===== src/rtl/assert_macros.svh =====
// assertion macros shared by the queue admission rtl
// depends on nothing; define NO_ASSERTIONS to compile them away
`ifndef ASSERT_MACROS_SVH
`define ASSERT_MACROS_SVH

`ifndef NO_ASSERTIONS

// same-cycle implication
`define BSQA_ASSERT_IMPL(label, clk, rst, lhs, rhs) \
  label: assert property (@(posedge clk) disable iff (rst) (lhs) |-> (rhs)) \
    else $error("assertion failed");

// next-cycle implication
`define BSQA_ASSERT_NEXT(label, clk, rst, lhs, rhs) \
  label: assert property (@(posedge clk) disable iff (rst) (lhs) |=> (rhs)) \
    else $error("assertion failed");

`else

`define BSQA_ASSERT_IMPL(label, clk, rst, lhs, rhs)
`define BSQA_ASSERT_NEXT(label, clk, rst, lhs, rhs)

`endif

`endif


===== src/rtl/bsqa_pkg.sv =====
// shared types and constants for the bounded server queue admission unit
// depends on nothing
package bsqa_pkg;

  localparam int ARRIVAL_W           = 40;
  localparam int DURATION_W          = 30;
  localparam int TIME_W              = 48;
  localparam int LIMIT_W             = 6;
  localparam int DEFAULT_QUEUE_DEPTH = 64;

  localparam logic [TIME_W-1:0] TIME_MAX = {TIME_W{1'b1}};

  // sequencer states
  typedef enum logic {
    ST_IDLE,
    ST_RETIRE
  } ctrl_state_t;

  // one result item
  typedef struct packed {
    logic              accepted;
    logic [TIME_W-1:0] finish;
  } result_t;

endpackage


===== src/rtl/bounded_server_queue_admission_unit.sv =====
// channel      dir  payload                          accepted when
// in           in   arrival_time, service_duration   in_valid && in_ready
// out          out  accepted, finish_time            out_valid && out_ready
// cfg          in   cfg_write_data (buffer_limit)    cfg_write_en
//
// an item is taken in the idle state, then retires finished entries from the
// store, one per cycle through the store's registered read port, then decides.
// reset is synchronous; store contents are not cleared, only pointers, counts and other control state.
// a new item is taken while a result waits in the output register; the
// decision cycle holds until that register is free.
// top level: config register, output register, sequencer and finish time store
// uses bsqa_pkg, bsqa_ctrl, bsqa_store
module bounded_server_queue_admission_unit #(
  parameter int QUEUE_DEPTH = bsqa_pkg::DEFAULT_QUEUE_DEPTH
) (
  input  logic                          clk,
  input  logic                          rst,
  input  logic                          in_valid,
  output logic                          in_ready,
  input  logic [bsqa_pkg::ARRIVAL_W-1:0]  arrival_time,
  input  logic [bsqa_pkg::DURATION_W-1:0] service_duration,
  output logic                          out_valid,
  input  logic                          out_ready,
  output logic                          accepted,
  output logic [bsqa_pkg::TIME_W-1:0]     finish_time,
  input  logic                          cfg_write_en,
  input  logic [bsqa_pkg::LIMIT_W-1:0]    cfg_write_data
);
  import bsqa_pkg::*;

  localparam int PTR_W = $clog2(QUEUE_DEPTH);

  logic [LIMIT_W-1:0] buffer_limit;
  logic               out_free, res_valid;
  result_t            res;
  logic               wr_en;
  logic [PTR_W-1:0]   wr_addr, rd_addr;
  logic [TIME_W-1:0]  wr_data, rd_data;

  // configuration register
  always_ff @(posedge clk) begin
    if (rst) begin
      buffer_limit <= '0;
    end else if (cfg_write_en) begin
      buffer_limit <= cfg_write_data;
    end
  end

  assign out_free = !out_valid || out_ready;

  // output register
  always_ff @(posedge clk) begin
    if (rst) begin
      out_valid <= 1'b0;
    end else if (res_valid) begin
      out_valid <= 1'b1;
    end else if (out_ready) begin
      out_valid <= 1'b0;
    end
  end

  always_ff @(posedge clk) begin
    if (res_valid) begin
      accepted <= res.accepted;
      finish_time <= res.finish;
    end
  end

  bsqa_ctrl #(
    .QUEUE_DEPTH(QUEUE_DEPTH)
  ) u_ctrl (
    .clk(clk),
    .rst(rst),
    .in_valid(in_valid),
    .in_ready(in_ready),
    .arrival_time(arrival_time),
    .service_duration(service_duration),
    .buffer_limit(buffer_limit),
    .out_free(out_free),
    .res_valid(res_valid),
    .res(res),
    .wr_en(wr_en),
    .wr_addr(wr_addr),
    .wr_data(wr_data),
    .rd_addr(rd_addr),
    .rd_data(rd_data)
  );

  bsqa_store #(
    .QUEUE_DEPTH(QUEUE_DEPTH)
  ) u_store (
    .clk(clk),
    .wr_en(wr_en),
    .wr_addr(wr_addr),
    .wr_data(wr_data),
    .rd_addr(rd_addr),
    .rd_data(rd_data)
  );

endmodule


===== src/rtl/bsqa_store.sv =====
// finish time store: one write port, one registered read port
// write-to-read forwarding on same address; uses bsqa_pkg
module bsqa_store #(
  parameter int  QUEUE_DEPTH = bsqa_pkg::DEFAULT_QUEUE_DEPTH,
  localparam int PTR_W       = $clog2(QUEUE_DEPTH)
) (
  input  logic                      clk,
  input  logic                      wr_en,
  input  logic [PTR_W-1:0]          wr_addr,
  input  logic [bsqa_pkg::TIME_W-1:0] wr_data,
  input  logic [PTR_W-1:0]          rd_addr,
  output logic [bsqa_pkg::TIME_W-1:0] rd_data
);
  import bsqa_pkg::*;

  logic [TIME_W-1:0] mem [QUEUE_DEPTH];

  // write port
  always_ff @(posedge clk) begin
    if (wr_en) begin
      mem[wr_addr] <= wr_data;
    end
  end

  // read port, new data wins on a collision
  always_ff @(posedge clk) begin
    if (wr_en && (wr_addr == rd_addr)) begin
      rd_data <= wr_data;
    end else begin
      rd_data <= mem[rd_addr];
    end
  end

endmodule


===== src/rtl/bsqa_ctrl.sv =====
// admission sequencer: retires finished entries, decides and pushes
// uses bsqa_pkg, assert_macros.svh; drives the bsqa_store ports
module bsqa_ctrl #(
  parameter int  QUEUE_DEPTH = bsqa_pkg::DEFAULT_QUEUE_DEPTH,
  localparam int PTR_W       = $clog2(QUEUE_DEPTH)
) (
  input  logic                          clk,
  input  logic                          rst,
  input  logic                          in_valid,
  output logic                          in_ready,
  input  logic [bsqa_pkg::ARRIVAL_W-1:0]  arrival_time,
  input  logic [bsqa_pkg::DURATION_W-1:0] service_duration,
  input  logic [bsqa_pkg::LIMIT_W-1:0]    buffer_limit,
  input  logic                          out_free,
  output logic                          res_valid,
  output bsqa_pkg::result_t             res,
  output logic                          wr_en,
  output logic [PTR_W-1:0]              wr_addr,
  output logic [bsqa_pkg::TIME_W-1:0]     wr_data,
  output logic [PTR_W-1:0]              rd_addr,
  input  logic [bsqa_pkg::TIME_W-1:0]     rd_data
);
  import bsqa_pkg::*;
  `include "assert_macros.svh"

  localparam int OCC_W = $clog2(QUEUE_DEPTH + 1);
  localparam int CMP_W = (OCC_W > LIMIT_W) ? OCC_W : LIMIT_W;
  localparam logic [PTR_W-1:0] PTR_LAST = PTR_W'(QUEUE_DEPTH - 1);

  ctrl_state_t       state, state_next;
  logic [PTR_W-1:0]  head, head_next, tail;
  logic [OCC_W-1:0]  occupancy;
  logic [TIME_W-1:0] last_finish;
  logic [ARRIVAL_W-1:0] arrival;
  logic [TIME_W-1:0] cand;

  logic [TIME_W-1:0] start;
  logic [TIME_W:0]   sum;
  logic [TIME_W-1:0] cand_next;
  logic              pop, decide, admit, occ_ok;

  // candidate finish time, computed as the item is taken
  always_comb begin
    start = (last_finish > TIME_W'(arrival_time)) ? last_finish : TIME_W'(arrival_time);
    sum = {1'b0, start} + (TIME_W + 1)'(service_duration);
    cand_next = sum[TIME_W] ? TIME_MAX : sum[TIME_W-1:0];
  end

  // retire and admission decisions
  always_comb begin
    occ_ok = (CMP_W'(occupancy) <= CMP_W'(buffer_limit)) &&
             (occupancy < OCC_W'(QUEUE_DEPTH));
    pop = (state == ST_RETIRE) && (occupancy != '0) && (rd_data <= TIME_W'(arrival));
    decide = (state == ST_RETIRE) && !pop && out_free;
    admit = decide && occ_ok;
    head_next = head;
    if (pop) begin
      head_next = (head == PTR_LAST) ? '0 : head + 1'b1;
    end
  end

  // store access: the read always tracks the next head
  assign rd_addr = head_next;
  assign wr_en   = admit;
  assign wr_addr = tail;
  assign wr_data = cand;

  // next state and handshake outputs
  always_comb begin
    state_next = state;
    in_ready = 1'b0;
    res_valid = 1'b0;
    res.accepted = admit;
    res.finish = admit ? cand : '0;
    case (state)
      ST_IDLE: begin
        in_ready = 1'b1;
        if (in_valid) begin
          state_next = ST_RETIRE;
        end
      end
      ST_RETIRE: begin
        if (decide) begin
          res_valid = 1'b1;
          state_next = ST_IDLE;
        end
      end
      default: begin
        state_next = ST_IDLE;
      end
    endcase
  end

  always_ff @(posedge clk) begin
    if (rst) begin
      state <= ST_IDLE;
    end else begin
      state <= state_next;
    end
  end

  // queue bookkeeping
  always_ff @(posedge clk) begin
    if (rst) begin
      head <= '0;
      tail <= '0;
      occupancy <= '0;
      last_finish <= '0;
    end else begin
      head <= head_next;
      if (pop) begin
        occupancy <= occupancy - 1'b1;
      end else if (admit) begin
        occupancy <= occupancy + 1'b1;
        tail <= (tail == PTR_LAST) ? '0 : tail + 1'b1;
        last_finish <= cand;
      end
    end
  end

  // captured item
  always_ff @(posedge clk) begin
    if (in_valid && in_ready) begin
      arrival <= arrival_time;
      cand <= cand_next;
    end
  end

  `BSQA_ASSERT_IMPL(a_occ_bound, clk, rst, 1'b1, occupancy <= OCC_W'(QUEUE_DEPTH))
  `BSQA_ASSERT_IMPL(a_ptr_match, clk, rst, 1'b1,
                    (head == tail) == ((occupancy == '0) || (occupancy == OCC_W'(QUEUE_DEPTH))))
  `BSQA_ASSERT_IMPL(a_finish_late, clk, rst, res_valid && res.accepted,
                    res.finish >= TIME_W'(arrival))
  `BSQA_ASSERT_NEXT(a_last_finish, clk, rst, res_valid && res.accepted,
                    last_finish == $past(res.finish))

endmodule


===== config.mk =====
export PLATFORM = sky130hd
export DESIGN_NAME = bounded_server_queue_admission_unit
export DESIGN_NICKNAME = d
export VERILOG_FILES = /design/src/rtl/bsqa_pkg.sv /design/src/rtl/bounded_server_queue_admission_unit.sv /design/src/rtl/bsqa_store.sv /design/src/rtl/bsqa_ctrl.sv
export VERILOG_INCLUDE_DIRS = /design/src /design/src/rtl
export SDC_FILE = /design/constraint.sdc
export NUM_CORES = 2
export LEC_CHECK = 0
export ABC_AREA = 0
export BUFFER_PORTS_ARGS = -buffer_cell sky130_fd_sc_hd__buf_2
export CORE_UTILIZATION = 36
export CTS_CLUSTER_DIAMETER = 100
export DETAILED_ROUTE_END_ITERATION = 10
export GPL_TIMING_DRIVEN = 0
export HOLD_SLACK_MARGIN = 0.05
export PLACE_DENSITY = 0.61
export REMOVE_ABC_BUFFERS = 1
export SLEW_MARGIN = 20
export SYNTH_ARGS = -nofsm -noshare
export SYNTH_HDL_FRONTEND = slang
export SYNTH_SLANG_ARGS = --single-unit

===== constraint.sdc =====
create_clock -name clk -period 9.47 [get_ports clk]
set_input_delay 0.947 -clock clk [delete_from_list [all_inputs] [get_ports clk]]
set_output_delay 0.947 -clock clk [all_outputs]
set_load 0.01 [all_outputs]

==> run_results.csv <==
group,metric,value,unit
status,status,"finished, final reports clean",
timing,worst_clock_skew,0.101,ns
drt,drt_wl_total,377,mm
timing,tightest_slew,1.16,ns
layout,fin_util,0.437,
drt,drt-initial-drc-count,9470,
die,core,353000,sq um
placed_design,dp_cells,11300,
die,die-area,357000,sq um
drt,ant_nets,0,
clock_tree,cts_sinks,3290,
grt,grt_pass1_vias,67400,
die,io_pins,132,
worst_setup_path,crit_slowest_cell,"nor4_2",
layout,final_common_cell,"edfxtp_1",
grt,overflow,0,
clock_tree,cts_hold_buf,0,
drt,route.vias.total,67200,
placed_design,hpwl,273,mm
timing,whs,0.211,ns
placed_design,placed_area,143000,sq um
layout,drive_gt1_frac,0.347,
clock_tree,path_clk_slew,0.07,ns
logic_synthesis,ys_warn_count,0,
logic_synthesis,synth_edf_count,3209,
clock_tree,cts_tree,"built",
logic_synthesis,synthCells,5878,
power_and_ir_drop,clock_power_share,0.406,
hold_path,hold_class,"in -> reg",
timing,fmax,107,MHz
timing,slew_headroom,0.227,
worst_setup_path,cp_max_fo,33,
worst_setup_path,arrival,9.91,ns
clock_tree,cts_made_buffers,335,
logic_synthesis,synth.top_cell.area_share,0.756,
power_and_ir_drop,p_leak,50.1,nW
layout,layout.area.seq,98000,sq um
die,initial_core_util,0.362,
die,die_w,597,um
timing,fin_crit_sh,0.985,
worst_setup_path,critPathKind,"reg -> reg",
power_and_ir_drop,seqPwrFrac,0.531,
power_and_ir_drop,netSwitchingFraction,0.224,
logic_synthesis,synth_cell_types,82,
clock_tree,cts_buffer_depth,4,
die,die_y,597,um
logic_synthesis,synthTopCellsByArea,"edfxtp_1, mux4_2, dfxtp_1",
timing,fin_crit,9.32,ns
grt,grt_start_max_net_pins,60,
grt,track_usage,0.209,
timing,finalHoldViolations,0,
placed_design,io_buffer_count,131,
layout,final_cell_mix,"edfxtp_1, mux4_2, buf_4, clkbuf_16, buf_2",
drt,via_per_inst,5.61,
drt,firstDrtPassIters,9,
grt,grt_pass1_wl,521,mm
placed_design,place.gp.congestion,0.876,
job,maxCapViolCount,0,
timing,finalSetupTns,0,ns
layout,nFillCells,29400,
clock_tree,htreeDepth,5,
logic_synthesis,yosysSeqAreaShare,0.768,
worst_setup_path,path_common_cell,"buf_16",
clock_tree,cts-root-buf,"clkbuf_16",
logic_synthesis,syn_area,128000,sq um
logic_synthesis,async_reset_ff_frac,0,
clock_tree,clock_latency,0.95,ns
timing,rsz0062_at_grt,"no",
worst_setup_path,end_kind,"flop",
logic_synthesis,yosysTopAreaCell,"edfxtp_1",
die,row_count,218,
power_and_ir_drop,ir_drop,0.159,mV
drt,drc,0,
power_and_ir_drop,p_sw,0.00718,W
power_and_ir_drop,power-per-cell-area,208,nW/um^2
layout,multi_input_area,28500,sq um
power_and_ir_drop,share_comb_of_total_power,0.063,
worst_setup_path,max_stage_delay,0.80,ns
logic_synthesis,syn_avg_cell_area,21.7,sq um
power_and_ir_drop,internal_power,0.0248,W
worst_setup_path,cp.required,10.06,ns
worst_setup_path,cp-start-kind,"flop",
logic_synthesis,synth-main-ff-cell,"edfxtp_1",
drt,post_drt_wl_per_cell,31.5,um
layout,final_nets,7171,
timing,drv_slew,0,
layout,fin_area,154000,sq um
timing,setup_viol,0,
layout,synthToLayoutAreaGrowth,20.9,%
layout,finalNonFillerCells,12000,
grt,antenna_found_initial,45,
logic_synthesis,ys_ff_latch,3290,
## logic make-up (layout without fill, tap and decap cells)
family          after synthesis  count (layout)  synth area share
flops                      3290            3290             0.768
mux                         913             913             0.156
simple gates                671             672            0.0262
buf+inv                     433            1790            0.0136
compound gates              411             411            0.0212
fa+ha+maj                   125             125            0.0124
xor+xnor                     35              35           0.00240
other cells                   0              17                 0
## routing by layer
layer | wire length (um) | global-route usage | vias up
met5 | 99 | 0 | -
met2 | 182000 | 0.339 | 3793
met3 | 35400 | 0.0494 | 926
met4 | 23800 | 0.111 | 16
li1 | - | - | 27000
met1 | 136000 | 0.260 | 35500
## final timing paths
| check | to | slack [ns] | start | cells past startpoint |
|---|---|---|---|---|
| setup / recovery | u_store.mem[20][16] | 0.15 | flop | 28 |
| hold / removal | u_ctrl.arrival[23] | 0.21 | arrival_time[23] | 1 |
| setup reg to reg | u_store.mem[20][16] | 0.15 | flop | 28 |
| hold reg to reg | u_ctrl.last_finish[18] | 0.48 | u_ctrl.last_finish[18] | 2 |
## final cells by class
class                           count  share of cell area
Clock inverter                    175              0.0102
Clock buffer                      433              0.0589
Multi-Input combinational cell   2156               0.185
Inverter                          153             0.00374
Sequential cell                  3290               0.636
Timing Repair Buffer             1029              0.0682
Antenna cell                       17            0.000276
Tap cell                         4730              0.0384
## sequential cells by signal, summed over array words and instances (netlist names), named ones only
name,cells
u_ctrl.wr_addr,6
u_ctrl.last_finish,48
u_store.mem,3072
buffer_limit,6
finish_time,48
u_ctrl.arrival,40
u_ctrl.occupancy,7
u_ctrl.state,1
u_ctrl.wr_data,48
out_valid,1
accepted,1
u_ctrl.head,6
## power by group through the flow
stage | Sequential (W) | Combinational [W] | Clock, W
floorplan | 0.0176 | 0.000601 | 0
global placement | 0.0179 | 0.00102 | 0
detailed placement | 0.0173 | 0.00197 | 0
CTS | 0.0170 | 0.00198 | 0.0132
global route | 0.0170 | 0.00215 | 0.0137
finish | 0.0170 | 0.00203 | 0.0130
## critical path: cells and delay by family, from the launching register on
kind,cells,cell delay [ns]
buffers and inverters,15,3.64
DFF,1,0.56
adders and majority gates,1,0.48
and+or+nand+nor,5,1.54
muxes,3,1.32
AOI/OAI and AO/OA,4,1.18
## timing repair
action	in CTS	in global routing
gates resized for setup	25	14
endpoints found under the setup margin	2016	1600
buffers inserted	18	3
cloned	0	1
pin swaps	9	3
## metrics by stage
stage / power, W / setup WS (ns)
6_report: 0.0320 / 0.146
5_1_grt: 0.0328 / 0.0169
4_1_cts: 0.0321 / -0.00890
3_5_place_dp: 0.0193 / -1.69
3_3_place_gp: 0.0189 / -68.09
2_1_floorplan: 0.0182 / -28.72
## Yosys cell counts (8+ instances only)
master / number
edfxtp_1: 3209
mux4_2: 855
nand2_1: 196
clkbuf_1: 154
inv_1: 152
a21oi_1: 139
nor2_1: 134
ha_1: 123
nor3_1: 83
buf_2: 82
dfxtp_1: 81
nor4_1: 80
o21ai_0: 57
a21o_1: 43
buf_1: 41
mux2_2: 40
nand4_1: 31
nand3_1: 24
xnor2_1: 21
a211oi_1: 19
mux2i_1: 17
nor2b_1: 17
a31oi_1: 16
and2_1: 16
nand2b_1: 15
or3_1: 14
xor2_1: 14
and3_1: 13
or4_1: 13
o31ai_1: 11
o211ai_1: 10
o21a_1: 10
or2_2: 8
Power figures use the tool's default switching activity.
